File: src/impq_pkg.sv
// ----------------------------------------------------------------------------
// Indexed max priority queue package
// Sizes, command and status codes, heap entry type and sequencer states.
// ----------------------------------------------------------------------------
package impq_pkg;

  localparam int CAPACITY = 16;
  localparam int SLOT_W   = $clog2(CAPACITY);
  localparam int CNT_W    = $clog2(CAPACITY + 1);
  localparam int CMD_W    = 3;
  localparam int ID_W     = 8;
  localparam int KEY_W    = 32;
  localparam int STAT_W   = 3;
  localparam int COUNT_W  = 9;

  typedef enum logic [CMD_W-1:0] {
    CMD_INSERT = 3'd0,
    CMD_RAISE  = 3'd1,
    CMD_LOWER  = 3'd2,
    CMD_REMOVE = 3'd3,
    CMD_QUERY  = 3'd4
  } cmd_t;

  typedef enum logic [STAT_W-1:0] {
    ST_OK      = 3'd0,
    ST_RANGE   = 3'd1,
    ST_PRESENT = 3'd2,
    ST_ABSENT  = 3'd3,
    ST_ORDER   = 3'd4,
    ST_EMPTY   = 3'd5
  } status_t;

  typedef struct packed {
    logic [SLOT_W-1:0]       id;
    logic signed [KEY_W-1:0] key;
  } entry_t;

  typedef enum logic [14:0] {
    S_IDLE = 15'h0001,
    S_CHK  = 15'h0002,
    S_HK   = 15'h0004,
    S_HCMP = 15'h0008,
    S_RM1  = 15'h0010,
    S_RM2  = 15'h0020,
    S_UPR  = 15'h0040,
    S_UPC  = 15'h0080,
    S_DNL  = 15'h0100,
    S_DNR  = 15'h0200,
    S_DNC  = 15'h0400,
    S_WB   = 15'h0800,
    S_FIN  = 15'h1000,
    S_SP0  = 15'h2000,
    S_SP1  = 15'h4000
  } state_t;

endpackage

File: src/impq_ram.sv
// ----------------------------------------------------------------------------
// Generic RAM
// One write port, one read port, read data registered.
// ----------------------------------------------------------------------------
module impq_ram #(
  parameter int WIDTH = 8,
  parameter int DEPTH = 16
) (
  input  logic                     clk,
  input  logic                     we,
  input  logic [$clog2(DEPTH)-1:0] waddr,
  input  logic [WIDTH-1:0]         wdata,
  input  logic [$clog2(DEPTH)-1:0] raddr,
  output logic [WIDTH-1:0]         rdata
);

  logic [WIDTH-1:0] mem [DEPTH];

  always_ff @(posedge clk) begin
    if (we) begin
      mem[waddr] <= wdata;
    end
    rdata <= mem[raddr];
  end

endmodule

File: src/indexed_max_priority_queue.sv
// ----------------------------------------------------------------------------
// Indexed max priority queue
// Binary max-heap of keyed ids with an id-to-slot map, one result per request.
// ----------------------------------------------------------------------------
// Usage:
//   Input channel in_*: command, item id and new key. Result channel out_*:
//   status, id, key and the entry count after the request.
//   One request is worked at a time; in_stall stays high until its result
//   sits in the output register, and also while that register is stalled.
//   A sift works one heap level at a time through the heap RAM's single
//   read port: each level reads a parent, or a left then a right child.
//   Reset (synchronous, rst_n low) empties the queue: presence bits and the
//   count clear at once, no clearing pass is needed, the RAMs keep garbage.
//   While out_stall is high with a valid result, the result holds and no request is taken.
// ----------------------------------------------------------------------------
module indexed_max_priority_queue (
  input  logic                                  clk,
  input  logic                                  rst_n,
  input  logic                                  in_valid,
  output logic                                  in_stall,
  input  logic [impq_pkg::CMD_W-1:0]            in_command,
  input  logic [impq_pkg::ID_W-1:0]             in_item_id,
  input  logic signed [impq_pkg::KEY_W-1:0]     in_new_key,
  output logic                                  out_valid,
  input  logic                                  out_stall,
  output logic [impq_pkg::STAT_W-1:0]           out_status,
  output logic [impq_pkg::ID_W-1:0]             out_result_id,
  output logic signed [impq_pkg::KEY_W-1:0]     out_result_key,
  output logic [impq_pkg::COUNT_W-1:0]          out_entry_count
);

  localparam int SW = impq_pkg::SLOT_W;
  localparam int CW = impq_pkg::SLOT_W + 2;

  impq_pkg::state_t                 state_r, state_nxt;
  logic [impq_pkg::CMD_W-1:0]       cmd_r, cmd_nxt;
  logic [impq_pkg::ID_W-1:0]        id_r, id_nxt;
  logic signed [impq_pkg::KEY_W-1:0] nk_r, nk_nxt;
  impq_pkg::entry_t                 mov_r, mov_nxt;
  impq_pkg::entry_t                 lft_r, lft_nxt;
  logic [SW-1:0]                    k_r, k_nxt;
  logic [impq_pkg::CNT_W-1:0]       fill_r, fill_nxt;
  logic [impq_pkg::CAPACITY-1:0]    present_r, present_nxt;
  logic [impq_pkg::STAT_W-1:0]      res_status_r, res_status_nxt;
  logic [impq_pkg::ID_W-1:0]        res_id_r, res_id_nxt;
  logic signed [impq_pkg::KEY_W-1:0] res_key_r, res_key_nxt;
  logic                             out_valid_r, out_valid_nxt;
  logic [impq_pkg::STAT_W-1:0]      out_status_r, out_status_nxt;
  logic [impq_pkg::ID_W-1:0]        out_id_r, out_id_nxt;
  logic signed [impq_pkg::KEY_W-1:0] out_key_r, out_key_nxt;
  logic [impq_pkg::COUNT_W-1:0]     out_count_r, out_count_nxt;

  logic                             heap_we;
  logic [SW-1:0]                    heap_waddr, heap_raddr;
  impq_pkg::entry_t                 heap_wdata, heap_rdata;
  logic                             pos_we;
  logic [SW-1:0]                    pos_waddr, pos_raddr, pos_wdata, pos_rdata;

  logic [SW-1:0]                    idx, parent;
  logic                             id_ok, take_right;
  logic [CW-1:0]                    left_w, right_w, fill_w;
  impq_pkg::entry_t                 big;

  impq_ram #(.WIDTH($bits(impq_pkg::entry_t)), .DEPTH(impq_pkg::CAPACITY)) u_heap_ram (
    .clk   (clk),
    .we    (heap_we),
    .waddr (heap_waddr),
    .wdata (heap_wdata),
    .raddr (heap_raddr),
    .rdata (heap_rdata)
  );

  impq_ram #(.WIDTH(SW), .DEPTH(impq_pkg::CAPACITY)) u_pos_ram (
    .clk   (clk),
    .we    (pos_we),
    .waddr (pos_waddr),
    .wdata (pos_wdata),
    .raddr (pos_raddr),
    .rdata (pos_rdata)
  );

  assign in_stall = (state_r != impq_pkg::S_IDLE) || (out_valid_r && out_stall);

  assign idx        = id_r[SW-1:0];
  assign id_ok      = ((impq_pkg::ID_W+1)'(id_r) < (impq_pkg::ID_W+1)'(impq_pkg::CAPACITY));
  assign parent     = SW'((k_r - 1'b1) >> 1);
  assign left_w     = {1'b0, k_r, 1'b1};
  assign right_w    = CW'(left_w + 1'b1);
  assign fill_w     = CW'(fill_r);
  assign take_right = (right_w < fill_w) && ($signed(heap_rdata.key) > $signed(lft_r.key));
  assign big        = take_right ? heap_rdata : lft_r;

  always_comb begin
    state_nxt      = state_r;
    cmd_nxt        = cmd_r;
    id_nxt         = id_r;
    nk_nxt         = nk_r;
    mov_nxt        = mov_r;
    lft_nxt        = lft_r;
    k_nxt          = k_r;
    fill_nxt       = fill_r;
    present_nxt    = present_r;
    res_status_nxt = res_status_r;
    res_id_nxt     = res_id_r;
    res_key_nxt    = res_key_r;
    out_valid_nxt  = out_valid_r && out_stall;
    out_status_nxt = out_status_r;
    out_id_nxt     = out_id_r;
    out_key_nxt    = out_key_r;
    out_count_nxt  = out_count_r;
    heap_we        = 1'b0;
    heap_waddr     = k_r;
    heap_wdata     = mov_r;
    heap_raddr     = '0;
    pos_we         = 1'b0;
    pos_waddr      = mov_r.id;
    pos_wdata      = k_r;
    pos_raddr      = idx;

    unique case (state_r)
      impq_pkg::S_IDLE: begin
        if (in_valid && !in_stall) begin
          cmd_nxt        = in_command;
          id_nxt         = in_item_id;
          nk_nxt         = in_new_key;
          res_status_nxt = impq_pkg::ST_OK;
          res_id_nxt     = in_item_id;
          res_key_nxt    = '0;
          state_nxt      = impq_pkg::S_CHK;
        end
      end
      impq_pkg::S_CHK: begin
        state_nxt = impq_pkg::S_FIN;
        unique case (cmd_r)
          impq_pkg::CMD_REMOVE: begin
            if (fill_r == '0) begin
              res_status_nxt = impq_pkg::ST_EMPTY;
            end else begin
              state_nxt = impq_pkg::S_RM1;
            end
          end
          impq_pkg::CMD_INSERT: begin
            if (!id_ok) begin
              res_status_nxt = impq_pkg::ST_RANGE;
            end else if (present_r[idx] || fill_r == impq_pkg::CNT_W'(impq_pkg::CAPACITY)) begin
              res_status_nxt = impq_pkg::ST_PRESENT;
            end else begin
              present_nxt[idx] = 1'b1;
              fill_nxt         = fill_r + 1'b1;
              mov_nxt.id       = idx;
              mov_nxt.key      = nk_r;
              k_nxt            = fill_r[SW-1:0];
              res_key_nxt      = nk_r;
              state_nxt        = impq_pkg::S_UPR;
            end
          end
          impq_pkg::CMD_RAISE, impq_pkg::CMD_LOWER, impq_pkg::CMD_QUERY: begin
            if (!id_ok) begin
              res_status_nxt = impq_pkg::ST_RANGE;
            end else if (!present_r[idx]) begin
              res_status_nxt = impq_pkg::ST_ABSENT;
            end else begin
              state_nxt = impq_pkg::S_HK;
            end
          end
          default: begin
            state_nxt = impq_pkg::S_FIN;
          end
        endcase
      end
      impq_pkg::S_HK: begin
        k_nxt      = pos_rdata;
        heap_raddr = pos_rdata;
        state_nxt  = impq_pkg::S_HCMP;
      end
      impq_pkg::S_HCMP: begin
        state_nxt   = impq_pkg::S_FIN;
        mov_nxt.id  = idx;
        mov_nxt.key = nk_r;
        priority if (cmd_r == impq_pkg::CMD_QUERY) begin
          res_key_nxt = heap_rdata.key;
        end else if (cmd_r == impq_pkg::CMD_RAISE) begin
          if ($signed(nk_r) > $signed(heap_rdata.key)) begin
            res_key_nxt = nk_r;
            state_nxt   = impq_pkg::S_UPR;
          end else begin
            res_status_nxt = impq_pkg::ST_ORDER;
          end
        end else begin
          if ($signed(heap_rdata.key) > $signed(nk_r)) begin
            res_key_nxt = nk_r;
            state_nxt   = impq_pkg::S_DNL;
          end else begin
            res_status_nxt = impq_pkg::ST_ORDER;
          end
        end
      end
      impq_pkg::S_RM1: begin
        lft_nxt    = heap_rdata;
        heap_raddr = SW'(fill_r - 1'b1);
        state_nxt  = impq_pkg::S_RM2;
      end
      impq_pkg::S_RM2: begin
        mov_nxt               = heap_rdata;
        fill_nxt              = fill_r - 1'b1;
        present_nxt[lft_r.id] = 1'b0;
        k_nxt                 = '0;
        res_id_nxt            = impq_pkg::ID_W'(lft_r.id);
        res_key_nxt           = lft_r.key;
        state_nxt             = impq_pkg::S_DNL;
      end
      impq_pkg::S_UPR: begin
        if (k_r == '0) begin
          state_nxt = impq_pkg::S_WB;
        end else begin
          heap_raddr = parent;
          state_nxt  = impq_pkg::S_UPC;
        end
      end
      impq_pkg::S_UPC: begin
        if ($signed(mov_r.key) > $signed(heap_rdata.key)) begin
          heap_we    = 1'b1;
          heap_wdata = heap_rdata;
          pos_we     = 1'b1;
          pos_waddr  = heap_rdata.id;
          k_nxt      = parent;
          state_nxt  = impq_pkg::S_UPR;
        end else begin
          state_nxt = impq_pkg::S_WB;
        end
      end
      impq_pkg::S_DNL: begin
        if (left_w >= fill_w) begin
          state_nxt = impq_pkg::S_WB;
        end else begin
          heap_raddr = left_w[SW-1:0];
          state_nxt  = impq_pkg::S_DNR;
        end
      end
      impq_pkg::S_DNR: begin
        lft_nxt    = heap_rdata;
        heap_raddr = right_w[SW-1:0];
        state_nxt  = impq_pkg::S_DNC;
      end
      impq_pkg::S_DNC: begin
        if ($signed(big.key) > $signed(mov_r.key)) begin
          heap_we    = 1'b1;
          heap_wdata = big;
          pos_we     = 1'b1;
          pos_waddr  = big.id;
          k_nxt      = take_right ? right_w[SW-1:0] : left_w[SW-1:0];
          state_nxt  = impq_pkg::S_DNL;
        end else begin
          state_nxt = impq_pkg::S_WB;
        end
      end
      impq_pkg::S_WB: begin
        heap_we   = 1'b1;
        pos_we    = 1'b1;
        state_nxt = impq_pkg::S_FIN;
      end
      impq_pkg::S_FIN: begin
        out_valid_nxt  = 1'b1;
        out_status_nxt = res_status_r;
        out_id_nxt     = res_id_r;
        out_key_nxt    = res_key_r;
        out_count_nxt  = impq_pkg::COUNT_W'(fill_r);
        state_nxt      = impq_pkg::S_IDLE;
      end
      default: begin
        state_nxt = impq_pkg::S_IDLE;
      end
    endcase
  end

  always_ff @(posedge clk) begin
    if (!rst_n) begin
      state_r     <= impq_pkg::S_IDLE;
      fill_r      <= '0;
      present_r   <= '0;
      out_valid_r <= 1'b0;
    end else begin
      state_r     <= state_nxt;
      fill_r      <= fill_nxt;
      present_r   <= present_nxt;
      out_valid_r <= out_valid_nxt;
    end
  end

  always_ff @(posedge clk) begin
    cmd_r        <= cmd_nxt;
    id_r         <= id_nxt;
    nk_r         <= nk_nxt;
    mov_r        <= mov_nxt;
    lft_r        <= lft_nxt;
    k_r          <= k_nxt;
    res_status_r <= res_status_nxt;
    res_id_r     <= res_id_nxt;
    res_key_r    <= res_key_nxt;
    out_status_r <= out_status_nxt;
    out_id_r     <= out_id_nxt;
    out_key_r    <= out_key_nxt;
    out_count_r  <= out_count_nxt;
  end

  assign out_valid       = out_valid_r;
  assign out_status      = out_status_r;
  assign out_result_id   = out_id_r;
  assign out_result_key  = out_key_r;
  assign out_entry_count = out_count_r;

endmodule

File: config.mk
export PLATFORM = sky130hd
export DESIGN_NAME = indexed_max_priority_queue
export DESIGN_NICKNAME = d
export VERILOG_FILES = /design/src/impq_pkg.sv /design/src/impq_ram.sv /design/src/indexed_max_priority_queue.sv
export SDC_FILE = /design/constraint.sdc
export NUM_CORES = 1
export LEC_CHECK = 0
export BUFFER_PORTS_ARGS = -buffer_cell sky130_fd_sc_hd__buf_2
export CELL_PAD_IN_SITES_DETAIL_PLACEMENT = 1
export CELL_PAD_IN_SITES_GLOBAL_PLACEMENT = 1
export CORE_ASPECT_RATIO = 0.6
export CORE_MARGIN = 2
export CORE_UTILIZATION = 48
export DETAILED_ROUTE_END_ITERATION = 6
export GPL_ROUTABILITY_DRIVEN = 0
export PLACE_DENSITY_LB_ADDON = 0.1
export SLEW_MARGIN = 20
export SYNTH_ARGS = -nofsm -noshare
export SYNTH_HDL_FRONTEND = slang
export SYNTH_SLANG_ARGS = --single-unit
File: constraint.sdc
create_clock -name clk -period 7.2 [get_ports clk]
set_input_delay 2.16 -clock clk [delete_from_list [all_inputs] [get_ports clk]]
set_output_delay 2.16 -clock clk [all_outputs]
set_load 0.03 [all_outputs]
Word level (Yosys, flattened, before mapping)
Memories as Yosys holds them, arrays and structs flattened. A register that Yosys moved wholly into a read port is not among the register bits.
Index checks and enable logic that the tools add are counted.

storage, ports and cells
  bits in registers = 247
  memories = 2
  input bits = 47
  RAM bits = 640
  logic and storage cells = 180
  output and inout port bits = 54

memory list
  name            words  bits a word  rd ports  clocked after memory_dff  wr ports  line            source
  u_heap_ram.mem  16     36           1         1                         1         impq_ram.sv:17  logic [WIDTH-1:0] mem [DEPTH];
  u_pos_ram.mem   16     4            1         1                         1         impq_ram.sv:17

operators by class
  bitwise operators = 3
  add/sub/neg operators = 4
  multiplexer cells = 80
  equal/unequal tests = 34
  order comparisons = 12
  reductions and logical operators = 26

operators with widths
  cell                    number
  $mux W32                8
  $mux W36                6
  $pmux W15 S12           1
  $gt A32 B32 Y1          5
  $pmux W32 S4            1
  $pmux W36 S3            1
  $mux W13                7
  $pmux W36 S2            1
  $mux W12                4
  $mux W16                3
  $mux W15                3
  $pmux W15 S3            1
  $pmux W4 S5             2
  $mux W4                 9
  $mux W3                 11
  $pmux W16 S2            1
  $pmux W3 S3             2
  $and A16 B16 Y16        1
  $ne A4 B4 Y1 const B    4
  $not A16 Y16            1
  $or A16 B16 Y16         1
  $pmux W8 S2             1
  $eq A15 B1 Y1 const B   1
  $eq A15 B10 Y1 const B  1
  54 further kinds        83

Logic depth before layout (Yosys ltp)
Gate-level depths: netlist (run 1).

  depth after elaboration = 9
  mapped depth = 23
  depth with buffers taken out = 20

Cells and area by module
From an unflattened synthesis (run 1), not the netlist that was laid out.

unflattened totals
  cell total of the unflattened synthesis = 2479
  area total of the unflattened synthesis = 39340.2 um2

modules (own cells, without submodules)
  module                      area each (um2)  times used  cells an instance  sequential area each (um2)
  impq_ram at u_heap_ram      22318.9          1           938                18017.3
  indexed_max_priority_queue  14355.0          1           1411               7006.7
  impq_ram at u_pos_ram       2666.3           1           130                2001.9

Least setup slack after synthesis (run 1)
No wires, ideal clock.

  path type = register to register
  start point = reg k_r[0], in the netlist heap_waddr[0]
  end point = mem u_heap_ram.mem[15][0] in the netlist's numbering, enable pin
  setup slack = -0.051 ns
  buffers on the path = 3
  setup time = 0.474 ns
  arrival time = 6.777 ns
  stages on the path, launching flop included = 20
  path through = edfxtp_1 > inv_1 > ha_1 > ha_1 > o21ai_0 > a21oi_1 > or4_1 > buf_2 > buf_2 > mux2i_1 > ha_1 > a21oi_1 > nand2_1 > a221o_1 > a211oi_1 > o22a_1 > nand3b_1 > and3_4 > buf_6 > nor3_1

on the way
  word-level cells in the longest chain between the ends = 9

ends and longest elaborated chain
  what                           line                               source
  start, declared                indexed_max_priority_queue.sv:41   logic [SW-1:0] k_r, k_nxt;
  start signal, assigned         indexed_max_priority_queue.sv:296  k_r <= k_nxt;
  $add A5 B1 Y6                  indexed_max_priority_queue.sv:88   assign right_w = CW'(left_w + 1'b1);
  $lt A6 B5 Y1                   indexed_max_priority_queue.sv:90   assign take_right = (right_w < fill_w) && ($signed(heap_rdata.key) > $signed(lft_r.key));
  $logic_and A1 B1 Y1            indexed_max_priority_queue.sv:90
  $mux W36                       indexed_max_priority_queue.sv:91   assign big = take_right ? heap_rdata : lft_r;
  $gt A32 B32 Y1                 indexed_max_priority_queue.sv:246  if ($signed(big.key) > $signed(mov_r.key)) begin
  $mux W1                        indexed_max_priority_queue.sv:246
  $pmux W1 S3                    indexed_max_priority_queue.sv:120  unique case (state_r)
  $mux W1                        impq_ram.sv:20                     if (we) begin
  $mux W1 (implied by the code)  impq_ram.sv:21                     mem[waddr] <= wdata;
  end, declared                  impq_ram.sv:17

Parallel ways exist; a longest one is shown, timed or not.

Final worst setup path (run 1)
  start point = reg lft_r[31] in the netlist's numbering
  end point = mem u_pos_ram.mem[4][0] in the netlist's numbering, enable pin

on the way
  word-level cells in the longest chain between the ends = 8

ends and longest elaborated chain
  what                           line                               source
  start, declared                indexed_max_priority_queue.sv:40   impq_pkg::entry_t lft_r, lft_nxt;
  start signal, assigned         indexed_max_priority_queue.sv:295  lft_r <= lft_nxt;
  $gt A32 B32 Y1                 indexed_max_priority_queue.sv:90
  $logic_and A1 B1 Y1            indexed_max_priority_queue.sv:90
  $mux W36 (*)                   indexed_max_priority_queue.sv:91
  $gt A32 B32 Y1                 indexed_max_priority_queue.sv:246
  $mux W1                        indexed_max_priority_queue.sv:246
  $pmux W1 S3                    indexed_max_priority_queue.sv:120
  $mux W1                        impq_ram.sv:20
  $mux W1 (implied by the code)  impq_ram.sv:21
  end, declared                  impq_ram.sv:17

Mark *: on every way between the ends. The rest lies on a longest branch, timed or not.

==> results of run 1 <==
==> metrics by stage <==
step                cells  TNS, ns
floorplan            2714        0
global placement     3925        0
detailed placement   3925   -3.704
CTS                  4082        0
global route         4088        0
finish               4089        0
==> state kept, by name, summed over array words and instances (netlist names), 32 cells and up <==
register / flops
u_heap_ram.mem: 576
u_pos_ram.mem: 64
lft_r: 36
mov_r: 36
u_heap_ram.rdata: 36
nk_r: 32
out_result_key: 32
res_key_r: 32
==> cells by family after synthesis <==
| group | after synthesis | share of synthesized area |
|---|---|---|
| flops | 925 | 0.6626 |
| simple gates | 387 | 0.04920 |
| fa+ha+maj | 144 | 0.04417 |
| compound gates | 342 | 0.05193 |
| mux | 599 | 0.1547 |
| buf+inv | 299 | 0.03432 |
| other cells | 1 | 0.00009194 |
| xor+xnor | 14 | 0.003006 |
==> area by class of cell <==
class | count | area, µm² | share of cell area
clock buffer | 105 | 2265 | 0.04913
timing repair buffer | 201 | 1638 | 0.03553
clock inverter | 52 | 535.5 | 0.01162
inverter | 181 | 679.4 | 0.01474
tap | 1134 | 1419 | 0.03078
antenna | 1 | 2.502 | 0.00005429
multi-input combinational | 1490 | 12530 | 0.2718
sequential | 925 | 27030 | 0.5863
==> worst min path at each step <==
stage / slack [ns] / from / endpoint
after floorplan: 0.40 / res_id_r[0] / out_result_id[0]
after global placement: 0.40 / res_key_r[13] / out_result_key[13]
after detailed placement: 0.41 / res_status_r[1] / out_status[1]
after CTS: 0.42 / res_status_r[1] / out_status[1]
after global routing: 0.42 / res_key_r[14] / out_result_key[14]
final: 0.42 / res_status_r[1] / out_status[1]
==> power breakdown <==
part	internal (mW)	switching, mW
clock	2.55	2.05
combinational	0.0878	0.160
sequential	5.89	0.0421
total	8.53	2.26
==> what timing repair did <==
item,4_1_cts,5_1_grt
gates resized for setup,1,7
pin swaps,0,2
hold buffers,0,0
buffers inserted,0,4
setup endpoints to repair,68,667
==> critical path, delay by kind of cell (launching register included) <==
family,cells,cell delay [ns]
multiplexers,1,0.16
buffers and inverters,4,0.71
adder cells (fa/ha/maj),2,0.68
AO/OA/AOI/OAI,7,1.20
AND/OR/NAND/NOR,9,3.31
flip-flops,1,0.35
==> routing by layer <==
metal	up-vias	GRT usage
met1	12140	0.3621
met3	159	0.05115
met5	-	0
met2	623	0.3715
met4	8	0.07006
li1	10700	-
==> cells in the final DEF (no fill, tap or decap), types with 10 or more instances in the layout <==
cell       instances
nand3_1           18
clkbuf_1          16
buf_12            27
a222oi_1          32
nor2_1            60
dfxtp_1           75
clkinv_2          16
a21o_1            18
buf_4             75
edfxtp_1         850
and2_1            10
nand2_1          115
inv_1            181
xnor2_1           11
nor2b_1           38
nor4_1            12
nand4_1           32
a21oi_1          109
buf_2             96
clkinv_1          15
o21ai_0          115
ha_1             144
mux4_2            25
mux2i_1          571
clkbuf_16         87
and2_2            11
nor3_1            19
==> implementation parameters, run 1 <==
Parameter                              Value

CTS
  Clock tree buffer depth    3
  Clock latency on the worst-skew pair    0.68 ns
  Clk sink count    925
  Clock tree from TritonCTS    done
  CTS HTree Levels    3
  Root Buffer Master    clkbuf_16
  Register clock-pin slew on the reported worst setup and hold paths    0.07 ns
  CTS buffer count    86

Setup path
  Sort of element at the start of the critical path    flop
  Reg-to-reg startpoint    lft_r[31]
  Required time at the endpoint of the critical path    7.52 ns
  End point of the critical path    u_pos_ram.mem[4][0]
  Start point of the critical path    lft_r[31]
  Number of cells on the worst reg-to-reg path    23
  Register-to-register setup slack    0.42 ns
  CP max-delay cell    or4_2
  Data arrival, critical path    7.11 ns
  Setup Crit Path Kind    flop to flop
  Critical Path Sink Type    flop
  Worst r2r dst    u_pos_ram.mem[4][0]
  Max Fanout on Critical Path    12
  Cell Chain, Critical Path    inv_1, ha_1, nand4_1, nor3_1, a22oi_1, nand4_1, a211oi_1, or4_2, buf_4, mux2i_1, ha_1, nand4_1, nor4_1, a221o_1, a211oi_1, o22a_1, nand3b_1, buf_4, buf_4, o21ai_4, a221o_1, or3b_4, nor2_1
  Critical path's largest stage delay    0.96 ns

Floorplan
  Top Ports    101
  Total core area    83820 µm²
  Std cell rows    82
  Die boundary width    380.3 µm
  Effective utilization at floorplan    0.4866
  Die H    229.8 µm
  DIE AREA    87400 µm²

Detailed routing
  DR WL met3    6.840 mm
  Post-route DRC violation count    0
  Remaining antenna violation count    0
  Met2 wire length    47.74 mm
  Vias per cell    5.778
  WL final    108.0 mm
  Uppermost routed layer    met5
  Detailed router's first-iteration violation count    2178
  Total number of vias    23630
  Wire length per cell after detailed routing    26.41 µm
  Met1 WL    50.62 mm
  1st-pass router iterations    7

Logic synthesis
  Cell count after synthesis    2711
  Synthesis-stage register bit count    925
  Most used standard cell by instance count after synthesis    edfxtp_1
  Number of flops mapped to enable cells by yosys    850
  Yosys warning count    0
  Part of the Yosys area used for sequential elements    0.6626
  Number of distinct library cell variants in the gate-level netlist after synthesis    70
  Area fraction of the dominant cell type after synthesis    0.6258
  Commonest cells post-synth    edfxtp_1, mux2i_1, inv_1
  Top area cells in the synthesized netlist    edfxtp_1, mux2i_1, ha_1, dfxtp_1, inv_1
  Most used DFF post-synth    edfxtp_1
  Synth Cell Area    40790 µm²
  Cell type contributing the most total cell area after synthesis    edfxtp_1
  Avg Inst Size Synth    15.05 µm²
  Fraction of registers with async set/reset    0

Status
  Run status    complete, no violations

STA
  Number of hold-slack violations in the final timing report    0
  Final period util    0.9423
  Clk_skew    0.03086 ns
  Unrepaired setup endpoints after global routing    false
  Worst slew pin tran    1.103 ns
  Final Worst Setup Slack    0.4155 ns
  Worst slew margin relative to its limit    0.2600
  Pins Over Slew Limit    0
  Final min period    6.785 ns
  Maximum operating frequency    147.4 MHz
  Number of setup violations in the final report    0
  Worst-case hold slack    0.4206 ns

Global routing
  Number of global-route vias before repair    24440
  Global-route wire length before repair    160.3 mm
  GRT Total Usage    0.2466
  Global route total overflow    0
  Number of antenna violations at the first check in global routing    9
  Largest net degree at the start of global routing    110

Placement
  Post-Place Worst Slack    -0.1437 ns
  Hpwl dp    70.47 mm
  Number of buffers inserted by port buffering    96
  Placement Cell Area    43170 µm²

Power
  Maximum VDD drop    0.2170 mV
  P_leak    16.50 nW
  Total power    10.78 mW
  Power density relative to cell area    234.0 nW/µm²

Cells and area
  Cell area after layout    46100 µm²
  Final layout net count    3076
  Area grow syn2layout    13.01%
  Count of fill cells added during filler insertion    7964
  Share of final-layout standard cells stronger than drive strength 1    0.1374
  Final standard cell utilization of the core    0.5499

Run
  Max Cap Violations    0

Worst hold path
  Hold depth    0
  Type of the tightest min-delay check    flop to flop
Power figures use the tool's default switching activity.
==> run 2: changes to the inputs <==
RECOVER_POWER = 50   (was default)
==> implementation parameters, run 2 (synthesized netlist as in run 1, its figures left out) <==
Parameter                              Value

Setup path
  Critical path buffer and inverter count    3 (was 4)
  Required time at the endpoint of the critical path    7.52 ns (about the same)
  Number of logic stages on the critical path including buffering    20 (was 23)
  Sort of element at the start of the critical path    flop (unchanged)
  Critical Path Sink Type    flop (unchanged)
  Critical path's largest stage delay    0.96 ns (about the same)
  Register-to-register setup slack    0.39 ns (was 0.42 ns)
  Data arrival, critical path    7.13 ns (was 7.11 ns)
  CP max-delay cell    or4_2 (unchanged)
  Worst r2r dst    u_heap_ram.mem[14][32] (was u_pos_ram.mem[4][0])
  Start point of the critical path    lft_r[15] (was lft_r[31])
  Setup Crit Path Kind    flop to flop (unchanged)
  Reg-to-reg startpoint    lft_r[15] (was lft_r[31])
  Max Fanout on Critical Path    16 (was 12)
  Number of cells on the worst reg-to-reg path    20 (was 23)
  Cell Chain, Critical Path    inv_1, ha_1, nand4_1, a2111o_1, o211ai_1, a211oi_1, or4_2, mux2i_1, ha_1, a21oi_1, o21ai_0, a221o_1, a211oi_1, o22a_1, nand3b_1, buf_4, buf_4, o21ai_4, a22o_1, or2_0 (was inv_1, ha_1, nand4_1, nor3_1, a22oi_1, nand4_1, a211oi_1, or4_2, buf_4, mux2i_1, ha_1, nand4_1, nor4_1, a221o_1, a211oi_1, o22a_1, nand3b_1, buf_4, buf_4, o21ai_4, a221o_1, or3b_4, nor2_1)
  Kind of cell adding the most delay to the critical path    compound AO/OA/AOI/OAI gates (was simple AND/OR/NAND/NOR gates)

CTS
  Clock tree from TritonCTS    done (unchanged)
  Root Buffer Master    clkbuf_16 (unchanged)
  CTS HTree Levels    3 (unchanged)
  Register clock-pin slew on the reported worst setup and hold paths    0.07 ns (about the same)
  Clk sink count    925 (unchanged)
  Clock tree buffer depth    3 (unchanged)
  CTS buffer count    86 (unchanged)
  Clock latency on the worst-skew pair    0.68 ns (about the same)

Detailed routing
  Total number of vias    23560 (was 23630)
  Vias per cell    5.761 (was 5.778)
  Remaining antenna violation count    0 (unchanged)
  Post-route DRC violation count    1 (was 0)
  Detailed router's first-iteration violation count    2221 (was 2178)
  1st-pass router iterations    7 (unchanged)
  WL final    108.0 mm (about the same)
  Wire length per cell after detailed routing    26.41 µm (about the same)

Global routing
  Number of antenna violations at the first check in global routing    9 (unchanged)
  Largest net degree at the start of global routing    110 (unchanged)
  GRT Total Usage    0.2466 (unchanged)
  Global-route wire length before repair    160.3 mm (unchanged)
  Number of global-route vias before repair    24440 (unchanged)
  Global route total overflow    0 (unchanged)

Power
  Reg power frac    0.551 (was 0.550)
  Switching part of the total    0.2091 (was 0.2092)
  Share of total power in combinational logic    0.022 (was 0.023)
  Maximum VDD drop    0.2161 mV (was 0.2170 mV)
  Share of power burned in the clock network    0.427 (about the same)
  Total power    10.78 mW (about the same)
  Power density relative to cell area    235.3 nW/µm² (was 234.0 nW/µm²)
  Reported net switching power    2.253 mW (was 2.256 mW)
  P_int    8.523 mW (was 8.528 mW)
  P_leak    16.25 nW (was 16.50 nW)

Worst hold path
  Type of the tightest min-delay check    flop to flop (unchanged)
  Hold depth    0 (unchanged)
  Origin of the worst min-delay path    res_key_r[19] (was res_status_r[1])
  Sink of the worst hold path    out_result_key[19] (was out_status[1])

Floorplan
  Total core area    83820 µm² (unchanged)
  Die boundary width    380.3 µm (unchanged)
  Effective utilization at floorplan    0.4866 (unchanged)
  Top Ports    101 (unchanged)
  Std cell rows    82 (unchanged)
  Die H    229.8 µm (unchanged)
  DIE AREA    87400 µm² (unchanged)

Cells and area
  Final layout net count    3076 (unchanged)
  Register bank with the most flops    u_heap_ram.mem (unchanged)
  Area grow syn2layout    12.26% (was 13.01%)
  Most common cell after layout, fill and taps aside    edfxtp_1 (unchanged)
  Number of flip-flops under the largest register name    576 (unchanged)
  Share of final-layout standard cells stronger than drive strength 1    0.1090 (was 0.1374)
  Top flop regs    u_heap_ram.mem: 576 flops, u_pos_ram.mem: 64 flops (unchanged)
  Commonest cells after routing, fill and taps aside    edfxtp_1, mux2i_1, inv_1, ha_1, nand2_1 (was edfxtp_1, mux2i_1, inv_1, ha_1)

Status
  Violations in the final reports    DRC, capacitance limit, slew limit
  Run status    finished with violations (was complete, no violations)

STA
  Worst-case hold slack    0.4191 ns (was 0.4206 ns)
  Number of hold-slack violations in the final timing report    0 (unchanged)
  Maximum operating frequency    146.8 MHz (was 147.4 MHz)
  Number of setup violations in the final report    0 (unchanged)
  Final min period    6.812 ns (was 6.785 ns)
  Pins Over Slew Limit    397 (was 0)
  Worst slew margin relative to its limit    -1.674 (was 0.2600)
  Worst slew pin tran    4.011 ns (was 1.103 ns)
  Unrepaired setup endpoints after global routing    false (unchanged)
  Clk_skew    0.03163 ns (was 0.03086 ns)
  Final period util    0.9462 (was 0.9423)

Run
  Max Cap Violations    8 (was 0)

Placement
  Number of buffers inserted by port buffering    96 (unchanged)
  Hpwl dp    70.47 mm (unchanged)
## run 2: cell types whose count changed in the layout (fill, tap and decap cells not counted), sizes merged
cell and delta:
clkbuf +80, buf -81, dlygate4sd2 +1
## run 2: repair_timing
action | in CTS | in global routing
pin swaps | 0 | 2
endpoints found under the setup margin | 68 | 667
gates resized for setup | 1 | 7
setup buffers | 0 | 4
hold buffers | 0 | 0
cloned | 0 | 0
## run 2: worst max path at each step
stage                             end
2_1_floorplan    u_heap_ram.mem[0][0]
3_3_place_gp     u_pos_ram.mem[14][2]
3_5_place_dp     u_pos_ram.mem[14][1]
4_1_cts          u_pos_ram.mem[14][3]
5_1_grt        u_heap_ram.mem[14][32]
6_report       u_heap_ram.mem[14][32]
## run 2: metrics by stage
stage | std cells | cell area (µm²) | util | TNS (ns) | setup WS [ns]
global route | 4088 | 45790 | 0.5463 | 0 | 0.02003
global placement | 3925 | 43170 | 0.5150 | 0 | 0.1562
CTS | 4082 | 45980 | 0.5485 | 0 | 0.07865
finish | 4089 | 45790 | 0.5463 | 0 | 0.3876
detailed placement | 3925 | 43170 | 0.5151 | -3.704 | -0.1437
floorplan | 2714 | 40810 | - | 0 | 0.9318
## run 2: area by class of cell
cell class              count  area, µm²
clock inverters            52      535.5
clock buffers             105       2265
diodes                      1      2.502
fillers                  8008      38030
well taps                1134       1419
flip-flops and latches    925      27030
inverters                 181      679.4
repair buffers            201       1398
multi-input cells        1490      12470
## run 2: per-layer routing
layer,global-route usage,vias up,part of all wire
li1,-,10700,-
met1,0.3621,12100,0.47
met2,0.3715,611,0.44
met3,0.05115,146,0.062
met4,0.07006,4,0.023
met5,0,-,0.00021
## run 2: power by group through the flow
stage,clock network [mW],registers [mW],logic (mW)
5_1_grt,4.89,5.94,0.261
2_1_floorplan,0,6.03,0.150
3_3_place_gp,0,6.05,0.226
4_1_cts,4.71,5.94,0.238
3_5_place_dp,0,6.05,0.236
6_report,4.60,5.94,0.238
==> run 3: changes to the inputs <==
CAP_MARGIN = 0   (was default)
CORE_ASPECT_RATIO = 0.8   (was 0.6)
==> implementation parameters, run 3 (synthesized netlist as in run 1, its figures left out) <==
Parameter                              Value

Setup path
  Reg-to-reg startpoint    heap_waddr[1] (was lft_r[15])
  Setup Crit Path Kind    flop to flop (unchanged)
  Kind of cell adding the most delay to the critical path    compound AO/OA/AOI/OAI gates (unchanged)
  Worst r2r dst    u_heap_ram.rdata[24] (was u_heap_ram.mem[14][32])
  CP max-delay cell    a211o_1 (was or4_2)
  Critical Path Sink Type    flop (unchanged)
  Critical path's largest stage delay    2.15 ns (was 0.96 ns)
  Data arrival, critical path    7.35 ns (was 7.13 ns)
  Critical path buffer and inverter count    2 (was 3)
  Number of cells on the worst reg-to-reg path    11 (was 20)
  Register-to-register setup slack    0.34 ns (was 0.39 ns)
  Cell Chain, Critical Path    clkbuf_1, ha_1, a21o_1, a21o_1, a211oi_2, a211o_1, clkbuf_2, mux2i_1, mux2i_1, mux2i_1, mux2i_1 (was inv_1, ha_1, nand4_1, a2111o_1, o211ai_1, a211oi_1, or4_2, mux2i_1, ha_1, a21oi_1, o21ai_0, a221o_1, a211oi_1, o22a_1, nand3b_1, buf_4, buf_4, o21ai_4, a22o_1, or2_0)
  Most repeated library cell on the critical path    mux2i_1
  Max Fanout on Critical Path    40 (was 16)
  Required time at the endpoint of the critical path    7.69 ns (was 7.52 ns)
  Start point of the critical path    heap_waddr[1] (was lft_r[15])
  Sort of element at the start of the critical path    flop (unchanged)

CTS
  Clock tree buffer depth    3 (unchanged)
  Clock tree from TritonCTS    done (unchanged)
  Register clock-pin slew on the reported worst setup and hold paths    0.06 ns (was 0.07 ns)
  Clock latency on the worst-skew pair    0.67 ns (was 0.68 ns)
  CTS buffer count    93 (was 86)
  Root Buffer Master    clkbuf_16 (unchanged)
  CTS HTree Levels    3 (unchanged)
  Clk sink count    925 (unchanged)

Detailed routing
  Post-route DRC violation count    1 (unchanged)
  WL final    111.8 mm (was 108.0 mm)
  Vias per cell    5.886 (was 5.761)
  Remaining antenna violation count    0 (unchanged)
  Wire length per cell after detailed routing    27.48 µm (was 26.41 µm)
  1st-pass router iterations    7 (unchanged)
  Detailed router's first-iteration violation count    2038 (was 2221)
  Total number of vias    23950 (was 23560)

STA
  Final period util    0.9531 (was 0.9462)
  Final min period    6.863 ns (was 6.812 ns)
  Worst slew pin tran    4.287 ns (was 4.011 ns)
  Setup Total Neg Slack    0 ns (unchanged)
  Pins Over Slew Limit    353 (was 397)
  Number of setup violations in the final report    0 (unchanged)
  Worst-case hold slack    0.4173 ns (was 0.4191 ns)
  Worst slew margin relative to its limit    -1.858 (was -1.674)
  Number of hold-slack violations in the final timing report    0 (unchanged)
  Maximum operating frequency    145.7 MHz (was 146.8 MHz)
  Clk_skew    0.02271 ns (was 0.03163 ns)
  Unrepaired setup endpoints after global routing    false (unchanged)

Cells and area
  Count of fill cells added during filler insertion    7976 (was 8008)
  Top flop regs    u_heap_ram.mem: 576 flops, u_pos_ram.mem: 64 flops (unchanged)
  Final layout net count    3072 (was 3076)
  Commonest cells after routing, fill and taps aside    edfxtp_1, mux2i_1, inv_1, ha_1, nand2_1 (unchanged)
  Count of non-filler cells in the finished layout    4069 (was 4089)
  Number of flip-flops under the largest register name    576 (unchanged)
  Register bank with the most flops    u_heap_ram.mem (unchanged)
  Most common cell after layout, fill and taps aside    edfxtp_1 (unchanged)
  Antenna diodes    0 (was 1)
  Area grow syn2layout    12.26% (unchanged)
  Share of final-layout standard cells stronger than drive strength 1    0.1046 (was 0.1090)
  Final standard cell utilization of the core    0.5449 (was 0.5463)
  Cell area after layout    45790 µm² (unchanged)

Power
  Share of total power in combinational logic    0.022 (about the same)
  Power density relative to cell area    238.5 nW/µm² (was 235.3 nW/µm²)
  P_leak    16.24 nW (was 16.25 nW)
  Maximum VDD drop    0.2106 mV (was 0.2161 mV)
  Reg power frac    0.544 (was 0.551)
  Share of power burned in the clock network    0.433 (was 0.427)
  Reported net switching power    2.292 mW (was 2.253 mW)
  P_int    8.629 mW (was 8.523 mW)
  Switching part of the total    0.2098 (was 0.2091)

Global routing
  Number of global-route vias before repair    24860 (was 24440)
  Number of antenna violations at the first check in global routing    1 (was 9)
  GRT Total Usage    0.2574 (was 0.2466)
  Met3 Usage GRT    0.03255 (was 0.05115)
  Global-route wire length before repair    165.5 mm (was 160.3 mm)
  Largest net degree at the start of global routing    95 (was 110)
  Global route total overflow    0 (unchanged)
  Met2 track utilization from global routing    0.4237 (was 0.3715)
  Layer with the highest usage after global routing    met2 (unchanged)
  Met1 layer usage reported by global route    0.3632 (was 0.3621)

Placement
  Placement Cell Area    43090 µm² (was 43170 µm²)
  Hpwl dp    70.46 mm (was 70.47 mm)
  Number of buffers inserted by port buffering    96 (unchanged)
  Post-placement cell count    3897 (was 3925)

Status
  Run status    finished with violations (unchanged)
  Violations in the final reports    DRC, capacitance limit, slew limit (unchanged)

Floorplan
  Effective utilization at floorplan    0.4854 (was 0.4866)
  Die H    264.7 µm (was 229.8 µm)
  DIE AREA    87340 µm² (was 87400 µm²)
  Die boundary width    329.9 µm (was 380.3 µm)
  Std cell rows    95 (was 82)
  Total core area    84040 µm² (was 83820 µm²)
  Top Ports    101 (unchanged)

Worst hold path
  Sink of the worst hold path    out_result_key[15] (was out_result_key[19])
  Type of the tightest min-delay check    flop to flop (unchanged)
  Origin of the worst min-delay path    res_key_r[15] (was res_key_r[19])
  Hold depth    0 (unchanged)

Run
  Max Cap Violations    8 (unchanged)
[run 3: changes by cell type in the layout (fill, tap and decap cells not counted), moves of 3 or more]
cell,change
and2_0,+5
clkbuf_16,+8
clkbuf_2,+3
clkbuf_1,+8
buf_4,-12
and2_1,-3
and3_1,+4
and3_2,-3
clkinv_1,-3
clkinv_2,-4
bufinv_16,-3
[run 3: per-layer routing]
metal | vias to the layer above | part of all wire | wire (µm)
met1 | 12530 | 0.45 | 50590
li1 | 10690 | - | -
met4 | 0 | 0.022 | 2418
met2 | 601 | 0.48 | 53720
met3 | 134 | 0.045 | 5082
met5 | - | 0 | 0
[run 3: power by group through the flow]
| stage | logic [mW] | registers [mW] | clock network (mW) |
|---|---|---|---|
| 6_report | 0.245 | 5.95 | 4.73 |
| 5_1_grt | 0.269 | 5.95 | 5.01 |
| 4_1_cts | 0.246 | 5.94 | 4.82 |
| 3_5_place_dp | 0.245 | 6.06 | 0 |
| 3_3_place_gp | 0.234 | 6.06 | 0 |
| 2_1_floorplan | 0.150 | 6.03 | 0 |
[run 3: layout make-up]
type,count,area [µm²],share of cell area
well taps,1115,1395,0.03047
repair buffers,190,1287,0.02812
flip-flops and latches,925,27030,0.5902
inverters,181,679.4,0.01484
multi-input cells,1490,12460,0.2720
clock buffers,123,2512,0.05487
clock inverters,45,434.2,0.009481
[run 3: through the flow]
step           setup slack, ns  total power, mW
2_1_floorplan           0.9318            6.178
3_3_place_gp            0.4184            6.290
3_5_place_dp            0.1384            6.302
4_1_cts                 0.1317            11.01
5_1_grt                0.07633            11.23
6_report                0.3374            10.92
[run 3: worst max-delay path by stage]
| stage | end | slack (ns) | cells after the start |
|---|---|---|---|
| 2_1_floorplan | u_heap_ram.mem[0][0] | 0.93 | 19 |
| 3_3_place_gp | u_pos_ram.mem[14][2] | 0.42 | 17 |
| 3_5_place_dp | u_pos_ram.mem[14][2] | 0.14 | 18 |
| 4_1_cts | u_pos_ram.mem[14][1] | 0.13 | 18 |
| 5_1_grt | u_heap_ram.mem[6][23] | 0.08 | 20 |
| 6_report | u_heap_ram.rdata[24] | 0.34 | 11 |
[run 3: timing repair]
item,in CTS,in global routing
setup buffers,0,2
hold endpoints to repair,0,0
setup endpoints to repair,0,710
resized for setup,0,3
hold buffers,0,0
